==> src/hw/rtl/csvt_pkg.sv <==
// Shared constants and types of the CSV stream tokenizer.
package csvt_pkg;

    localparam int unsigned ByteW = 8;
    localparam int unsigned ModeW = 3;

    typedef logic [ByteW-1:0] t_byte;
    typedef logic [ModeW-1:0] t_mode;

    // Delimiter and quote characters.
    localparam t_byte ChComma = 8'h2C;
    localparam t_byte ChQuote = 8'h22;
    localparam t_byte ChCr    = 8'h0D;
    localparam t_byte ChLf    = 8'h0A;

    // Whitespace skipped ahead of a cell.
    localparam t_byte ChSpace = 8'h20;
    localparam t_byte ChTab   = 8'h09;
    localparam t_byte ChVt    = 8'h0B;
    localparam t_byte ChFf    = 8'h0C;

    // Parse modes.
    localparam t_mode ModeRowStart   = 3'd0;
    localparam t_mode ModeCellLead   = 3'd1;
    localparam t_mode ModeUnquoted   = 3'd2;
    localparam t_mode ModeQuoted     = 3'd3;
    localparam t_mode ModeQuoteSeen  = 3'd4;
    localparam t_mode ModeAfterQuote = 3'd5;
    localparam t_mode ModeCrSeen     = 3'd6;

    // One result item.
    typedef struct packed {
        logic  data_valid;
        t_byte data_byte;
        logic  field_end;
        logic  row_end;
    } t_result;

endpackage

==> src/hw/rtl/csvt_stream_if.sv <==
// Valid/ready channels carrying input bytes and result items.
interface csvt_in_if;
    logic           valid;
    logic           ready;
    csvt_pkg::t_byte byte_in;
    logic           end_of_stream;

    modport source (output valid, output byte_in, output end_of_stream, input ready);
    modport sink   (input valid, input byte_in, input end_of_stream, output ready);
endinterface

interface csvt_out_if;
    logic           valid;
    logic           ready;
    logic           data_valid;
    csvt_pkg::t_byte data_byte;
    logic           field_end;
    logic           row_end;

    modport source (output valid, output data_valid, output data_byte, output field_end,
                    output row_end, input ready);
    modport sink   (input valid, input data_valid, input data_byte, input field_end,
                    input row_end, output ready);
endinterface

==> src/hw/rtl/csv_stream_tokenizer.sv <==
// Top level of the CSV stream tokenizer.
// Splits a CSV byte stream into cells and rows. Each input item is one byte
// or an end-of-stream mark; it yields zero or one result item: a content
// byte of the current cell (data_valid, data_byte), or a cell-complete mark
// (field_end) with row_end when the row closes too. Leading blanks (space,
// TAB, VT, FF) of a cell are dropped; comma ends a cell; CR, LF or CRLF end
// a row; a cell opening with a double quote may hold commas and line
// breaks, and "" inside it gives one quote. Bytes after the closing quote up
// to the next delimiter are discarded. An empty line gives one empty cell.
// End of stream closes an open row and returns to row start. Items that
// produce no result (skipped blanks, quotes, the LF of CRLF) are consumed
// silently. Throughput is one byte per clock while the consumer keeps up:
// an input register feeds the combinational decode against the 3-bit mode
// register, whose result lands in an output register. A result item passes
// through the input register and then the output register before it is
// presented. Ready only drops when both the input and output registers are
// full and the consumer is stalling.
module csv_stream_tokenizer (
    input  logic       i_clk,
    input  logic       i_rst_n,
    csvt_in_if.sink    i_in,
    csvt_out_if.source o_out
);

    // Input register
    logic            r_in_valid;
    logic            n_in_valid;
    csvt_pkg::t_byte r_byte;
    logic            r_eos;

    // Parse mode, reset to row start
    csvt_pkg::t_mode r_mode;
    csvt_pkg::t_mode n_mode;

    csvt_pkg::t_mode   dec_mode;
    csvt_pkg::t_result dec_res;
    logic              dec_has_res;
    logic              out_can_load;
    logic              step;

    // the held byte is decoded once the result register can take its output
    assign step       = r_in_valid && out_can_load;
    assign i_in.ready = !r_in_valid || out_can_load;

    always_comb begin
        n_in_valid = r_in_valid;
        if (i_in.ready) begin
            n_in_valid = i_in.valid;
        end
        n_mode = step ? dec_mode : r_mode;
    end

    always_ff @(posedge i_clk) begin
        if (!i_rst_n) begin
            r_in_valid <= 1'b0;
            r_mode     <= csvt_pkg::ModeRowStart;
        end else begin
            r_in_valid <= n_in_valid;
            r_mode     <= n_mode;
        end
    end

    always_ff @(posedge i_clk) begin
        if (i_in.ready && i_in.valid) begin
            r_byte <= i_in.byte_in;
            r_eos  <= i_in.end_of_stream;
        end
    end

    csvt_decode u_decode (
        .i_mode      (r_mode),
        .i_byte      (r_byte),
        .i_eos       (r_eos),
        .o_next_mode (dec_mode),
        .o_res       (dec_res),
        .o_has_res   (dec_has_res)
    );

    csvt_out_reg u_out_reg (
        .i_clk      (i_clk),
        .i_rst_n    (i_rst_n),
        .i_load     (step && dec_has_res),
        .i_res      (dec_res),
        .o_can_load (out_can_load),
        .o_out      (o_out)
    );

endmodule

==> src/hw/rtl/csvt_decode.sv <==
// Per-byte parse step: next mode and the result item, if any.
module csvt_decode (
    input  csvt_pkg::t_mode   i_mode,
    input  csvt_pkg::t_byte   i_byte,
    input  logic              i_eos,
    output csvt_pkg::t_mode   o_next_mode,
    output csvt_pkg::t_result o_res,
    output logic              o_has_res
);

    logic            is_comma;
    logic            is_cr;
    logic            is_lf;
    logic            is_quote;
    logic            is_delim;
    logic            is_space;
    logic            do_begin;
    logic            do_after;
    csvt_pkg::t_mode stay_mode;

    assign is_comma = (i_byte == csvt_pkg::ChComma);
    assign is_cr    = (i_byte == csvt_pkg::ChCr);
    assign is_lf    = (i_byte == csvt_pkg::ChLf);
    assign is_quote = (i_byte == csvt_pkg::ChQuote);
    assign is_delim = is_comma | is_cr | is_lf;
    assign is_space = (i_byte == csvt_pkg::ChSpace) | (i_byte == csvt_pkg::ChTab) |
                      (i_byte == csvt_pkg::ChVt) | (i_byte == csvt_pkg::ChFf);

    always_comb begin
        o_next_mode = csvt_pkg::ModeRowStart;
        o_res       = '0;
        do_begin    = 1'b0;
        do_after    = 1'b0;
        stay_mode   = csvt_pkg::ModeCellLead;

        if (i_eos) begin
            // close any open row; a pending CR or row start gives nothing
            if ((i_mode == csvt_pkg::ModeCellLead) || (i_mode == csvt_pkg::ModeUnquoted) ||
                (i_mode == csvt_pkg::ModeQuoted) || (i_mode == csvt_pkg::ModeQuoteSeen) ||
                (i_mode == csvt_pkg::ModeAfterQuote)) begin
                o_res.field_end = 1'b1;
                o_res.row_end   = 1'b1;
            end
        end else begin
            case (i_mode)
                csvt_pkg::ModeUnquoted: begin
                    if (is_delim) begin
                        do_after  = 1'b1;
                        stay_mode = csvt_pkg::ModeUnquoted;
                    end else begin
                        o_next_mode      = csvt_pkg::ModeUnquoted;
                        o_res.data_valid = 1'b1;
                        o_res.data_byte  = i_byte;
                    end
                end
                csvt_pkg::ModeQuoted: begin
                    if (is_quote) begin
                        o_next_mode = csvt_pkg::ModeQuoteSeen;
                    end else begin
                        o_next_mode      = csvt_pkg::ModeQuoted;
                        o_res.data_valid = 1'b1;
                        o_res.data_byte  = i_byte;
                    end
                end
                csvt_pkg::ModeQuoteSeen: begin
                    if (is_quote) begin
                        // doubled quote
                        o_next_mode      = csvt_pkg::ModeQuoted;
                        o_res.data_valid = 1'b1;
                        o_res.data_byte  = csvt_pkg::ChQuote;
                    end else begin
                        do_after  = 1'b1;
                        stay_mode = csvt_pkg::ModeAfterQuote;
                    end
                end
                csvt_pkg::ModeAfterQuote: begin
                    do_after  = 1'b1;
                    stay_mode = csvt_pkg::ModeAfterQuote;
                end
                csvt_pkg::ModeCrSeen: begin
                    if (is_lf) begin
                        o_next_mode = csvt_pkg::ModeRowStart;   // CRLF
                    end else begin
                        do_begin = 1'b1;
                    end
                end
                default: begin
                    do_begin = 1'b1;   // row start, cell lead, unused code
                end
            endcase

            if (do_begin) begin
                if (is_delim) begin
                    do_after  = 1'b1;
                    stay_mode = csvt_pkg::ModeCellLead;
                end else if (is_space) begin
                    o_next_mode = csvt_pkg::ModeCellLead;
                end else if (is_quote) begin
                    o_next_mode = csvt_pkg::ModeQuoted;
                end else begin
                    o_next_mode      = csvt_pkg::ModeUnquoted;
                    o_res.data_valid = 1'b1;
                    o_res.data_byte  = i_byte;
                end
            end

            if (do_after) begin
                if (is_comma) begin
                    o_next_mode     = csvt_pkg::ModeCellLead;
                    o_res.field_end = 1'b1;
                end else if (is_cr) begin
                    o_next_mode     = csvt_pkg::ModeCrSeen;
                    o_res.field_end = 1'b1;
                    o_res.row_end   = 1'b1;
                end else if (is_lf) begin
                    o_next_mode     = csvt_pkg::ModeRowStart;
                    o_res.field_end = 1'b1;
                    o_res.row_end   = 1'b1;
                end else begin
                    o_next_mode = stay_mode;
                end
            end
        end
    end

    assign o_has_res = o_res.data_valid | o_res.field_end | o_res.row_end;

endmodule

==> src/hw/rtl/csvt_out_reg.sv <==
// Result register driving the output channel.
module csvt_out_reg (
    input  logic              i_clk,
    input  logic              i_rst_n,
    input  logic              i_load,
    input  csvt_pkg::t_result i_res,
    output logic              o_can_load,
    csvt_out_if.source        o_out
);

    logic              r_valid;
    logic              n_valid;
    csvt_pkg::t_result r_res;

    // free, or emptied by the consumer this cycle
    assign o_can_load = !r_valid || o_out.ready;

    always_comb begin
        n_valid = r_valid;
        if (o_can_load) begin
            n_valid = i_load;
        end
    end

    always_ff @(posedge i_clk) begin
        if (!i_rst_n) begin
            r_valid <= 1'b0;
        end else begin
            r_valid <= n_valid;
        end
    end

    always_ff @(posedge i_clk) begin
        if (o_can_load && i_load) begin
            r_res <= i_res;
        end
    end

    assign o_out.valid      = r_valid;
    assign o_out.data_valid = r_res.data_valid;
    assign o_out.data_byte  = r_res.data_byte;
    assign o_out.field_end  = r_res.field_end;
    assign o_out.row_end    = r_res.row_end;

endmodule
==> src/flat_wrapper.sv <==
// flat-port wrapper written by rule: the top's interface ports become plain ports
module csv_stream_tokenizer_flat 
  (i_clk, i_rst_n, i_in_valid, i_in_byte_in, i_in_end_of_stream, i_in_ready, o_out_valid, o_out_data_valid, o_out_data_byte, o_out_field_end, o_out_row_end, o_out_ready);
  csvt_in_if i_in_i ();
  csvt_out_if o_out_i ();
  input  logic i_clk;
  input  logic i_rst_n;
  input wire logic [$bits(i_in_i.valid)-1:0] i_in_valid;
  input wire logic [$bits(i_in_i.byte_in)-1:0] i_in_byte_in;
  input wire logic [$bits(i_in_i.end_of_stream)-1:0] i_in_end_of_stream;
  output wire logic [$bits(i_in_i.ready)-1:0] i_in_ready;
  output wire logic [$bits(o_out_i.valid)-1:0] o_out_valid;
  output wire logic [$bits(o_out_i.data_valid)-1:0] o_out_data_valid;
  output wire logic [$bits(o_out_i.data_byte)-1:0] o_out_data_byte;
  output wire logic [$bits(o_out_i.field_end)-1:0] o_out_field_end;
  output wire logic [$bits(o_out_i.row_end)-1:0] o_out_row_end;
  input wire logic [$bits(o_out_i.ready)-1:0] o_out_ready;
  assign i_in_i.valid = i_in_valid;
  assign i_in_i.byte_in = i_in_byte_in;
  assign i_in_i.end_of_stream = i_in_end_of_stream;
  assign i_in_ready = i_in_i.ready;
  assign o_out_valid = o_out_i.valid;
  assign o_out_data_valid = o_out_i.data_valid;
  assign o_out_data_byte = o_out_i.data_byte;
  assign o_out_field_end = o_out_i.field_end;
  assign o_out_row_end = o_out_i.row_end;
  assign o_out_i.ready = o_out_ready;
  csv_stream_tokenizer u_core (.i_clk(i_clk), .i_rst_n(i_rst_n), .i_in(i_in_i), .o_out(o_out_i));
endmodule
==> config.mk <==
export PLATFORM = sky130hd
export DESIGN_NAME = csv_stream_tokenizer_flat
export DESIGN_NICKNAME = d
export VERILOG_FILES = /design/src/hw/rtl/csvt_pkg.sv /design/src/hw/rtl/csvt_stream_if.sv /design/src/hw/rtl/csv_stream_tokenizer.sv /design/src/hw/rtl/csvt_decode.sv /design/src/hw/rtl/csvt_out_reg.sv /design/src/flat_wrapper.sv
export SDC_FILE = /design/constraint.sdc
export NUM_CORES = 1
export LEC_CHECK = 0
export ABC_AREA = 1
export ABC_CLOCK_PERIOD_IN_PS = 2100
export BUFFER_PORTS_ARGS = -buffer_cell sky130_fd_sc_hd__buf_2
export CORE_ASPECT_RATIO = 0.8
export CORE_UTILIZATION = 54
export DETAILED_ROUTE_END_ITERATION = 16
export PLACE_DENSITY = 0.78
export SLEW_MARGIN = 20
export SYNTH_ARGS = -nofsm -noshare
export SYNTH_HDL_FRONTEND = slang
export SYNTH_SLANG_ARGS = --single-unit
==> constraint.sdc <==
create_clock -name i_clk -period 2.1 [get_ports i_clk]
set_input_delay 0.105 -clock i_clk [delete_from_list [all_inputs] [get_ports i_clk]]
set_output_delay 0.105 -clock i_clk [all_outputs]
set_load 0.05 [all_outputs]
==> results of run 1 <==
per-stage QoR:
stage / cell area (sq um) / hold slack (ns)
final: 1740 / 0.0687
after global routing: 1740 / 0.0538
after CTS: 1690 / 0.0562
after detailed placement: 1570 / 0.283
after global placement: 1570 / 0.282
after floorplan: 1410 / 0.204
critical path, cell delays in order, from the launching register on:
cell and delay, ns:
edfxtp_1 0.44, inv_2 0.10, nand2_2 0.06, nor2_2 0.14
nand2_2 0.11, nand2_1 0.07, nand2_1 0.07, nand2_2 0.10
nand3_4 0.09, a21oi_4 0.16, nand2_2 0.08, nand2_4 0.10
clkinvlp_4 0.16
power groups by stage:
| stage | combinational (mW) | sequential, mW | clock (mW) |
|---|---|---|---|
| 6_report | 0.165 | 0.573 | 0.200 |
| 3_5_place_dp | 0.140 | 0.583 | 0 |
| 4_1_cts | 0.154 | 0.572 | 0.208 |
| 3_3_place_gp | 0.138 | 0.582 | 0 |
| 2_1_floorplan | 0.0765 | 0.613 | 0 |
| 5_1_grt | 0.180 | 0.575 | 0.230 |
cell usage after synthesis, types with 2 or more instances:
master,instances,area share (%)
dfxtp_1,5,7.1
nor2_1,11,2.9
nand2_1,37,9.9
nand2_2,11,4.9
a21oi_1,6,2.1
nand3_2,2,1.4
nand2_4,3,2.4
nand3_4,2,2.5
a21oi_2,4,2.5
nand3_1,7,2.5
edfxtp_1,20,43
nor3_1,6,2.1
inv_1,20,5.3
nor2_2,5,2.2
inv_2,7,1.9
o21ai_0,2,0.71
worst paths after layout:
| path | from | end | slack (ns) | cells after the start |
|---|---|---|---|---|
| hold / removal | i_in_valid | u_core.r_in_valid | 0.07 | 3 |
| setup reg to reg | u_core.r_byte[0] | u_core.u_out_reg.o_out.data_byte[0] | 0.15 | 12 |
| setup / recovery | u_core.r_byte[0] | u_core.u_out_reg.o_out.data_byte[0] | 0.15 | 12 |
| hold reg to reg | u_core.r_mode[2] | u_core.r_mode[2] | 0.54 | 2 |
cells in the final DEF, fill, tap and decap left out, types with 2 or more instances in the layout:
master and n:
a21oi_1 6, a21oi_2 3, buf_2 25, buf_4 4, clkbuf_4 3, clkinvlp_4 2
dfxtp_1 4, dlygate4sd3_1 9, edfxtp_1 20, inv_1 16, inv_2 10, nand2_1 37
nand2_2 10, nand2_4 4, nand3_1 7, nand3_2 2, nand3_4 2, nor2_1 10
nor2_2 5, nor2_4 2, nor3_1 6, o21ai_0 2
logic make-up (layout without fill, tap and decap cells):
logic type / after synthesis / in the layout / share of synthesized area, %
fa+ha+maj: 1 / 1 / 0.890
flops: 25 / 25 / 49.8
buf+inv: 28 / 70 / 8.27
simple gates: 89 / 89 / 34.5
compound gates: 14 / 14 / 6.49
sequential cells by signal, summed over array words and instances (netlist names):
name                               flops
u_core.r_mode                          3
u_core.u_out_reg.o_out.data_byte       8
u_core.u_out_reg.o_out.data_valid      1
u_core.r_eos                           1
u_core.u_out_reg.o_out.row_end         1
u_core.u_out_reg.o_out.valid           1
u_core.u_out_reg.o_out.field_end       1
u_core.r_byte                          8
u_core.r_in_valid                      1
area by class of cell:
cell class / instances / area (sq um)
repair inverters: 1 / 7.51
well taps: 36 / 45.0
inverters: 27 / 105
multi-input cells: 104 / 609
flip-flops and latches: 25 / 702
fillers: 195 / 721
clock inverters: 1 / 5.00
repair buffers: 38 / 245
clock buffers: 3 / 22.5
metal layers:
metal  routed length, um  GRT usage [%]
met2                1340           38.0
met5                   0              0
met1                1210           28.2
met4                  42           7.14
met3                 186           6.22
timing repair:
action | CTS | global route
resized for setup | 1 | 9
hold buffers | 9 | 0
buffers inserted | 0 | 3
gates cloned | 0 | 1
pin swaps | 0 | 3
endpoints found under the hold margin | 9 | 0
setup endpoints to repair | 11 | 11
==> run metrics, run 1 <==
ANT cells 0; Arr. time, crit path 2.00 ns; worst setup slack after layout 0.147 ns; Syn. warnings 0; clock share of power 21.3%; Max Fclk 0.512 GHz; maxcap violations 0; Worst setup EP type flip-flop; CTS root buf clkbuf_4; Tmin final 1.95 ns; Routed WL per cell 11.8 um; CTS sink cnt 25; Starting DRT DRC Count 35; DPL Wire Length 2020 um; drt drc 0; Final #Nets 214; Main synth FF type edfxtp_1; area added between synthesis and finish 23.8%; Post-synth EDFFs 20; area of the mapped netlist 1410 sq um; Finished Layout Cells 235; leakage power 0.828 nW; final core utilization 70.7%; CP Data Required Time 2.15 ns; setup violators final 0; final setup TNS 0 ns; total gr overflow 0; Core Rows 16; Starting Density 57.1%; Synth Register Bits 25; vias in the first global route 1036; clk slew on worst S/H paths 0.13 ns; switching share of total power 26.6%; vias per inst 4.89; H-tree depth 1; Die Y 47.6 um; Die X 59.1 um; first-pass GRT wire length 4490 um; Post-Synthesis Cells 157; placed cells 218; Setup crit start kind flip-flop; Seq/Total Area, Yosys 49.8%; worst rel slew slack 77.2%; Core Area 2460 sq um; Worst Skew 0.00868 ns; Combinational Power Share 17.6%; share of post-route cells with drive strength above 1 38.7%; status finished clean; clk_lat worst skew 0.31 ns; IO Count 26; syn avg cell area 8.96 sq um; Pint 0.688 mW; initial antenna violation count 0; type of the most critical hold path input port to flip-flop; worst slew pin tran 0.342 ns; clk buf depth 2; Setup CP Type flip-flop to flip-flop; Power Dens Cells 538 nW/um^2; Port-buffer cells 25; TritonCTS buffer count 3; CTS tree yes; DIE AREA 2810 sq um; drt pass-1 iters 4; switching power 0.249 mW; Crit Path Max Fanout 6; peak supply drop 0.402 mV; syn nets 171; Slew Limit Fails 0; RSZ-0062 raised after global routing false; Sequential Power Share 61.1%; Post-synth ARST share 0%; RePlAce Congestion 0.944; Final period util 93.0%; routed wire length 2780 um; dpl ws 0.0285 ns; via count 1150; remaining antenna violation count after routing 0; Final Hold Viols 0; largest net degree at the start of global routing 15; Tot GR Track Use 22.3%; PnR Total Power 0.937 mW; post-synth cell types 25
No activity file was read; power rests on OpenSTA's default activity.
==> inputs of run 2 (changes only) <==
PLACE_DENSITY = 0.89   (was 0.78)
==> run 2 against run 1 <==
  * Sequential share of layout area down 0.57 points
  * Critical path depth up 1
  * Power up 2.1%
  * Clock skew down 0.00051 ns
  * Critical path type unchanged
  * Largest power group unchanged
  * Highest routed layer unchanged
==> run metrics, run 2 (synthesis results as in run 1) <==
TritonCTS buffer count 3 (unchanged); DPL Wire Length 2160 um (+7.0%); CP Data Required Time 2.16 ns (about the same); Arr. time, crit path 2.09 ns (+0.09 ns); CTS tree yes; DIE AREA 2810 sq um (unchanged); initial antenna violation count 0 (unchanged); Tmin final 2.02 ns (+0.0711 ns); vias in the first global route 1001 (-3.4%); Slew Limit Fails 0 (unchanged); gr busiest metal met2; first-pass GRT wire length 4440 um (-0.94%); Die Y 47.6 um (unchanged); worst rel slew slack 77.2% (about the same); drt pass-1 iters 4 (unchanged); Setup crit start kind flip-flop; total gr overflow 0 (unchanged); Starting Density 57.1% (unchanged); M1 GR Usage 27.4% (-0.76 points); drt drc 0 (unchanged); Core Area 2460 sq um (unchanged); PnR Total Power 0.957 mW (+2.1%); commonest non-fill, non-tap cell in the layout nand2_1; Crit Path Max Fanout 7 (+1); most frequent cells in the layout nand2_1, buf_2, edfxtp_1; met3 Use GR 7.84% (+1.6 points); CP Cell Sequence inv_2 > buf_4 > nand2_2 > nor2_2 > nand2_2 > nand3_4 > nor2_1 > nor2_2 > nand2_2 > nand2_4 > nand2_2 > nand2_4 > clkinvlp_4; Core Rows 16 (unchanged); maxcap violations 0 (unchanged); Largest stage delay, worst path 0.46 ns (+0.02 ns); largest net degree at the start of global routing 15 (unchanged); Setup CP Type flip-flop to flip-flop; CTS sink cnt 25 (unchanged); Max Fclk 0.494 GHz (-3.5%); worst slew pin tran 0.342 ns (+0.000521 ns); peak supply drop 0.489 mV (+22%); leakage power 0.857 nW (+3.5%); Min Hold Slack 0.0538 ns (-0.0149 ns); ANT cells 0 (unchanged); met2 Usage GRT 40.2% (+2.3 points); Die X 59.1 um (unchanged); Tot GR Track Use 22.4% (+0.15 points); clk_lat worst skew 0.32 ns (about the same); clk slew on worst S/H paths 0.13 ns (about the same); via count 1198 (+4.2%); clk buf depth 2 (unchanged); Port-buffer cells 25 (unchanged); IO Count 26 (unchanged); routed wire length 3110 um (+12%); Worst setup EP type flip-flop; H-tree depth 1 (unchanged); CTS root buf clkbuf_4; Worst Skew 0.00817 ns (-0.000510 ns); Routed WL per cell 13.1 um (+10%); status finished clean; vias per inst 5.03 (+2.9%); remaining antenna violation count after routing 0 (unchanged); Final #Nets 217 (+1.4%); type of the most critical hold path input port to flip-flop; Power Dens Cells 542 nW/um^2 (+0.61%); area added between synthesis and finish 25.6%; setup violators final 0 (unchanged); crit path max-delay cell type edfxtp_1; Starting DRT DRC Count 53 (+51%); most frequent CP cell nand2_2; Final period util 96.4% (+3.4 points); Final Hold Viols 0 (unchanged); RePlAce Congestion 0.934 (-1.0%); share of post-route cells with drive strength above 1 38.6% (-0.080 points)
==> run 2: layer usage <==
metal / vias up / part of all wire, %
met2: 54 / 48
li1: 591 / -
met4: 0 / 1.3
met3: 6 / 7.0
met5: - / 0
met1: 547 / 43
==> run 2: final timing paths <==
check | cells after the start | end | startpoint | slack (ns)
worst min-delay path | 3 | u_core.r_in_valid | i_in_valid | 0.05
worst max register to register | 13 | u_core.u_out_reg.o_out.data_valid | u_core.r_byte[0] | 0.08
worst min register to register | 2 | u_core.r_mode[2] | u_core.r_mode[2] | 0.54
worst max-delay path | 13 | u_core.u_out_reg.o_out.data_valid | u_core.r_byte[0] | 0.08
==> run 2: critical path: cells and delay by family, from the launching register on <==
family,cells,cell delay [ns]
DFF,1,0.46
and+or+nand+nor,10,0.93
buffers and inverters,3,0.38
==> run 2: per-stage QoR <==
step                cell area (sq um)  std cells  util, %  TNS (ns)  worst slack (ns)
floorplan                        1410        157        -         0             0.178
CTS                              1710        233     69.3         0           0.00906
finish                           1770        238     71.7         0            0.0762
detailed placement               1580        219     64.0         0            0.0273
global placement                 1580        219     64.0         0            0.0922
global route                     1770        238     71.7    -0.447           -0.0491
==> run 2: power breakdown <==
part / internal [mW] / leakage, nW / total (mW) / switching [mW]
clock: 0.0713 / 0.0177 / 0.211 / 0.140
sequential: 0.560 / 0.230 / 0.571 / 0.0106
combinational: 0.0598 / 0.610 / 0.175 / 0.115
==> run 2: layout make-up <==
cell class | instances | area [sq um]
clock buffers | 3 | 22.5
clock inverters | 1 | 5.00
fillers | 172 | 696
inverters | 27 | 105
multi-input cells | 104 | 612
flip-flops and latches | 25 | 702
well taps | 36 | 45.0
repair buffers | 41 | 268
repair inverters | 1 | 7.51
==> run 2: timing repair <==
item,in CTS,in global routing
cloned,1,0
setup endpoints to repair,11,11
gates resized for setup,2,7
hold buffers,9,0
buffers inserted,0,5
hold endpoints to repair,9,0
pin swaps,0,4
==> inputs of run 3 (changes only) <==
==> constraint.sdc (replaced) <==
create_clock -name i_clk -period 2.1 [get_ports i_clk]
set_input_delay 0.315 -clock i_clk [delete_from_list [all_inputs] [get_ports i_clk]]
set_output_delay 0.315 -clock i_clk [all_outputs]
set_load 0.05 [all_outputs]
==> run 3 against run 2 <==
  * Power fell by 1.8%
  * Hold slack improved by 0.11 ns
  * Utilization shrank 2.8 points
  * Global-route usage is 1.4 points lower
  * Die area unchanged
  * First-iteration DRC count increased by 17%
  * Combinational power is 6% lower
==> run metrics, run 3 (synthesis results as in run 1) <==
Routed WL per cell 12.7 um (-3.0%); Worst Skew 0.00429 ns (-0.00388 ns); Tmin final 2.02 ns (-0.00307 ns); drt pass-1 iters 4 (unchanged); final setup TNS 0 ns (unchanged); Power Dens Cells 554 nW/um^2 (+2.3%); peak supply drop 0.471 mV (-3.7%); remaining antenna violation count after routing 0 (unchanged); CTS sink cnt 25 (unchanged); setup violators final 0 (unchanged); share of post-route cells with drive strength above 1 41.0% (+2.4 points); vias per inst 5.01 (-0.41%); Setup crit start kind flip-flop; total gr overflow 0 (unchanged); via count 1158 (-3.3%); DIE AREA 2810 sq um (unchanged); maxcap violations 0 (unchanged); initial antenna violation count 0 (unchanged); Crit Path Max Fanout 7 (unchanged); clk slew on worst S/H paths 0.13 ns (about the same); CP Cell Sequence inv_2 > buf_4 > nand2_2 > nor2_2 > nand2_2 > nand3_4 > nor2_1 > nor2_2 > nand2_2 > nand2_4 > nand2_2 > nand2_4 > clkinvlp_4; Port-buffer cells 25 (unchanged); area added between synthesis and finish 20.6%; worst rel slew slack 75.4% (-1.8 points); TritonCTS buffer count 3 (unchanged); RePlAce Congestion 0.934 (unchanged); hold_buf cts 0 (-9); most frequent CP cell nand2_2; Final period util 96.2% (-0.15 points); drt drc 0 (unchanged); Post-DP Area 1580 sq um (unchanged); Min Hold Slack 0.167 ns (+0.114 ns); ANT cells 0 (unchanged); clk_lat worst skew 0.31 ns (about the same); Die X 59.1 um (unchanged); Finished Cell Area 1700 sq um (-4.0%); type of the most critical hold path input port to flip-flop; Final #Nets 210 (-3.2%); CTS root buf clkbuf_4; vias in the first global route 959 (-4.2%); Max Fclk 0.495 GHz (+0.15%); worst slew pin tran 0.369 ns (+0.0265 ns); Die Y 47.6 um (unchanged); Largest stage delay, worst path 0.46 ns (about the same); Core Area 2460 sq um (unchanged); final core utilization 68.9% (-2.8 points); largest net degree at the start of global routing 15 (unchanged); DPL Wire Length 2160 um (unchanged); CP Data Required Time 2.16 ns (about the same); IO Count 26 (unchanged); H-tree depth 1 (unchanged); Arr. time, crit path 2.08 ns (about the same); status finished clean; clk buf depth 2 (unchanged); leakage power 0.831 nW (-3.0%); Setup CP Type flip-flop to flip-flop; Tot GR Track Use 21.0% (-1.4 points); most frequent cells in the layout nand2_1, buf_2, edfxtp_1; Starting Density 57.1% (unchanged); Starting DRT DRC Count 62 (+17%); routed wire length 2930 um (-5.8%); commonest non-fill, non-tap cell in the layout nand2_1; first-pass GRT wire length 4170 um (-6.2%); Slew Limit Fails 0 (unchanged); Core Rows 16 (unchanged); Final Hold Viols 0 (unchanged); Worst setup EP type flip-flop; crit path max-delay cell type edfxtp_1; CTS tree yes
## run 3: power by group
group	total, mW	internal [mW]	switching [mW]
clock	0.205	0.0712	0.134
sequential	0.571	0.560	0.0106
combinational	0.164	0.0516	0.113
total	0.940	0.683	0.257
## run 3: final timing paths
check,startpoint,endpoint,slack (ns),depth (start not counted)
setup / recovery,u_core.r_byte[0],u_core.u_out_reg.o_out.data_byte[0],0.08,13
hold / removal,i_in_end_of_stream,u_core.r_eos,0.17,1
setup reg to reg,u_core.r_byte[0],u_core.u_out_reg.o_out.data_byte[0],0.08,13
hold reg to reg,u_core.r_mode[2],u_core.r_mode[2],0.54,2
## run 3: critical path, delay by kind of cell, from the launching register on
kind          cells  cell delay (ns)
buf+inv           3             0.38
flops             1             0.46
simple gates     10             0.91
## run 3: through the flow
| step | setup WS, ns | total power [mW] | cells |
|---|---|---|---|
| 2_1_floorplan | 0.178 | 0.690 | 157 |
| 3_3_place_gp | 0.0922 | 0.723 | 219 |
| 3_5_place_dp | 0.0273 | 0.727 | 219 |
| 4_1_cts | 0.00906 | 0.927 | 224 |
| 5_1_grt | -0.0553 | 0.977 | 231 |
| 6_report | 0.0793 | 0.940 | 231 |
## run 3: repair_timing
action                     in CTS  in global routing
gates resized for setup         2                  8
pin swaps                       0                  4
setup endpoints to repair      11                 11
buffers inserted                0                  7
gates cloned                    1                  0
## run 3: area by class of cell
type	count	area, sq um
Fill cell	191	766
Clock inverter	1	5.00
Timing Repair Buffer	34	193
Sequential cell	25	702
Multi-Input combinational cell	104	617
Inverter	27	105
Timing Repair inverter	1	7.51
Clock buffer	3	22.5
Tap cell	36	45.0
## run 3: per-layer routing
layer	global-route usage [%]	vias to the layer above	wire length, um
met5	0	-	0
met4	4.29	0	24
met3	7.84	4	233
met2	35.9	53	1490
met1	26.1	528	1190
li1	-	573	-
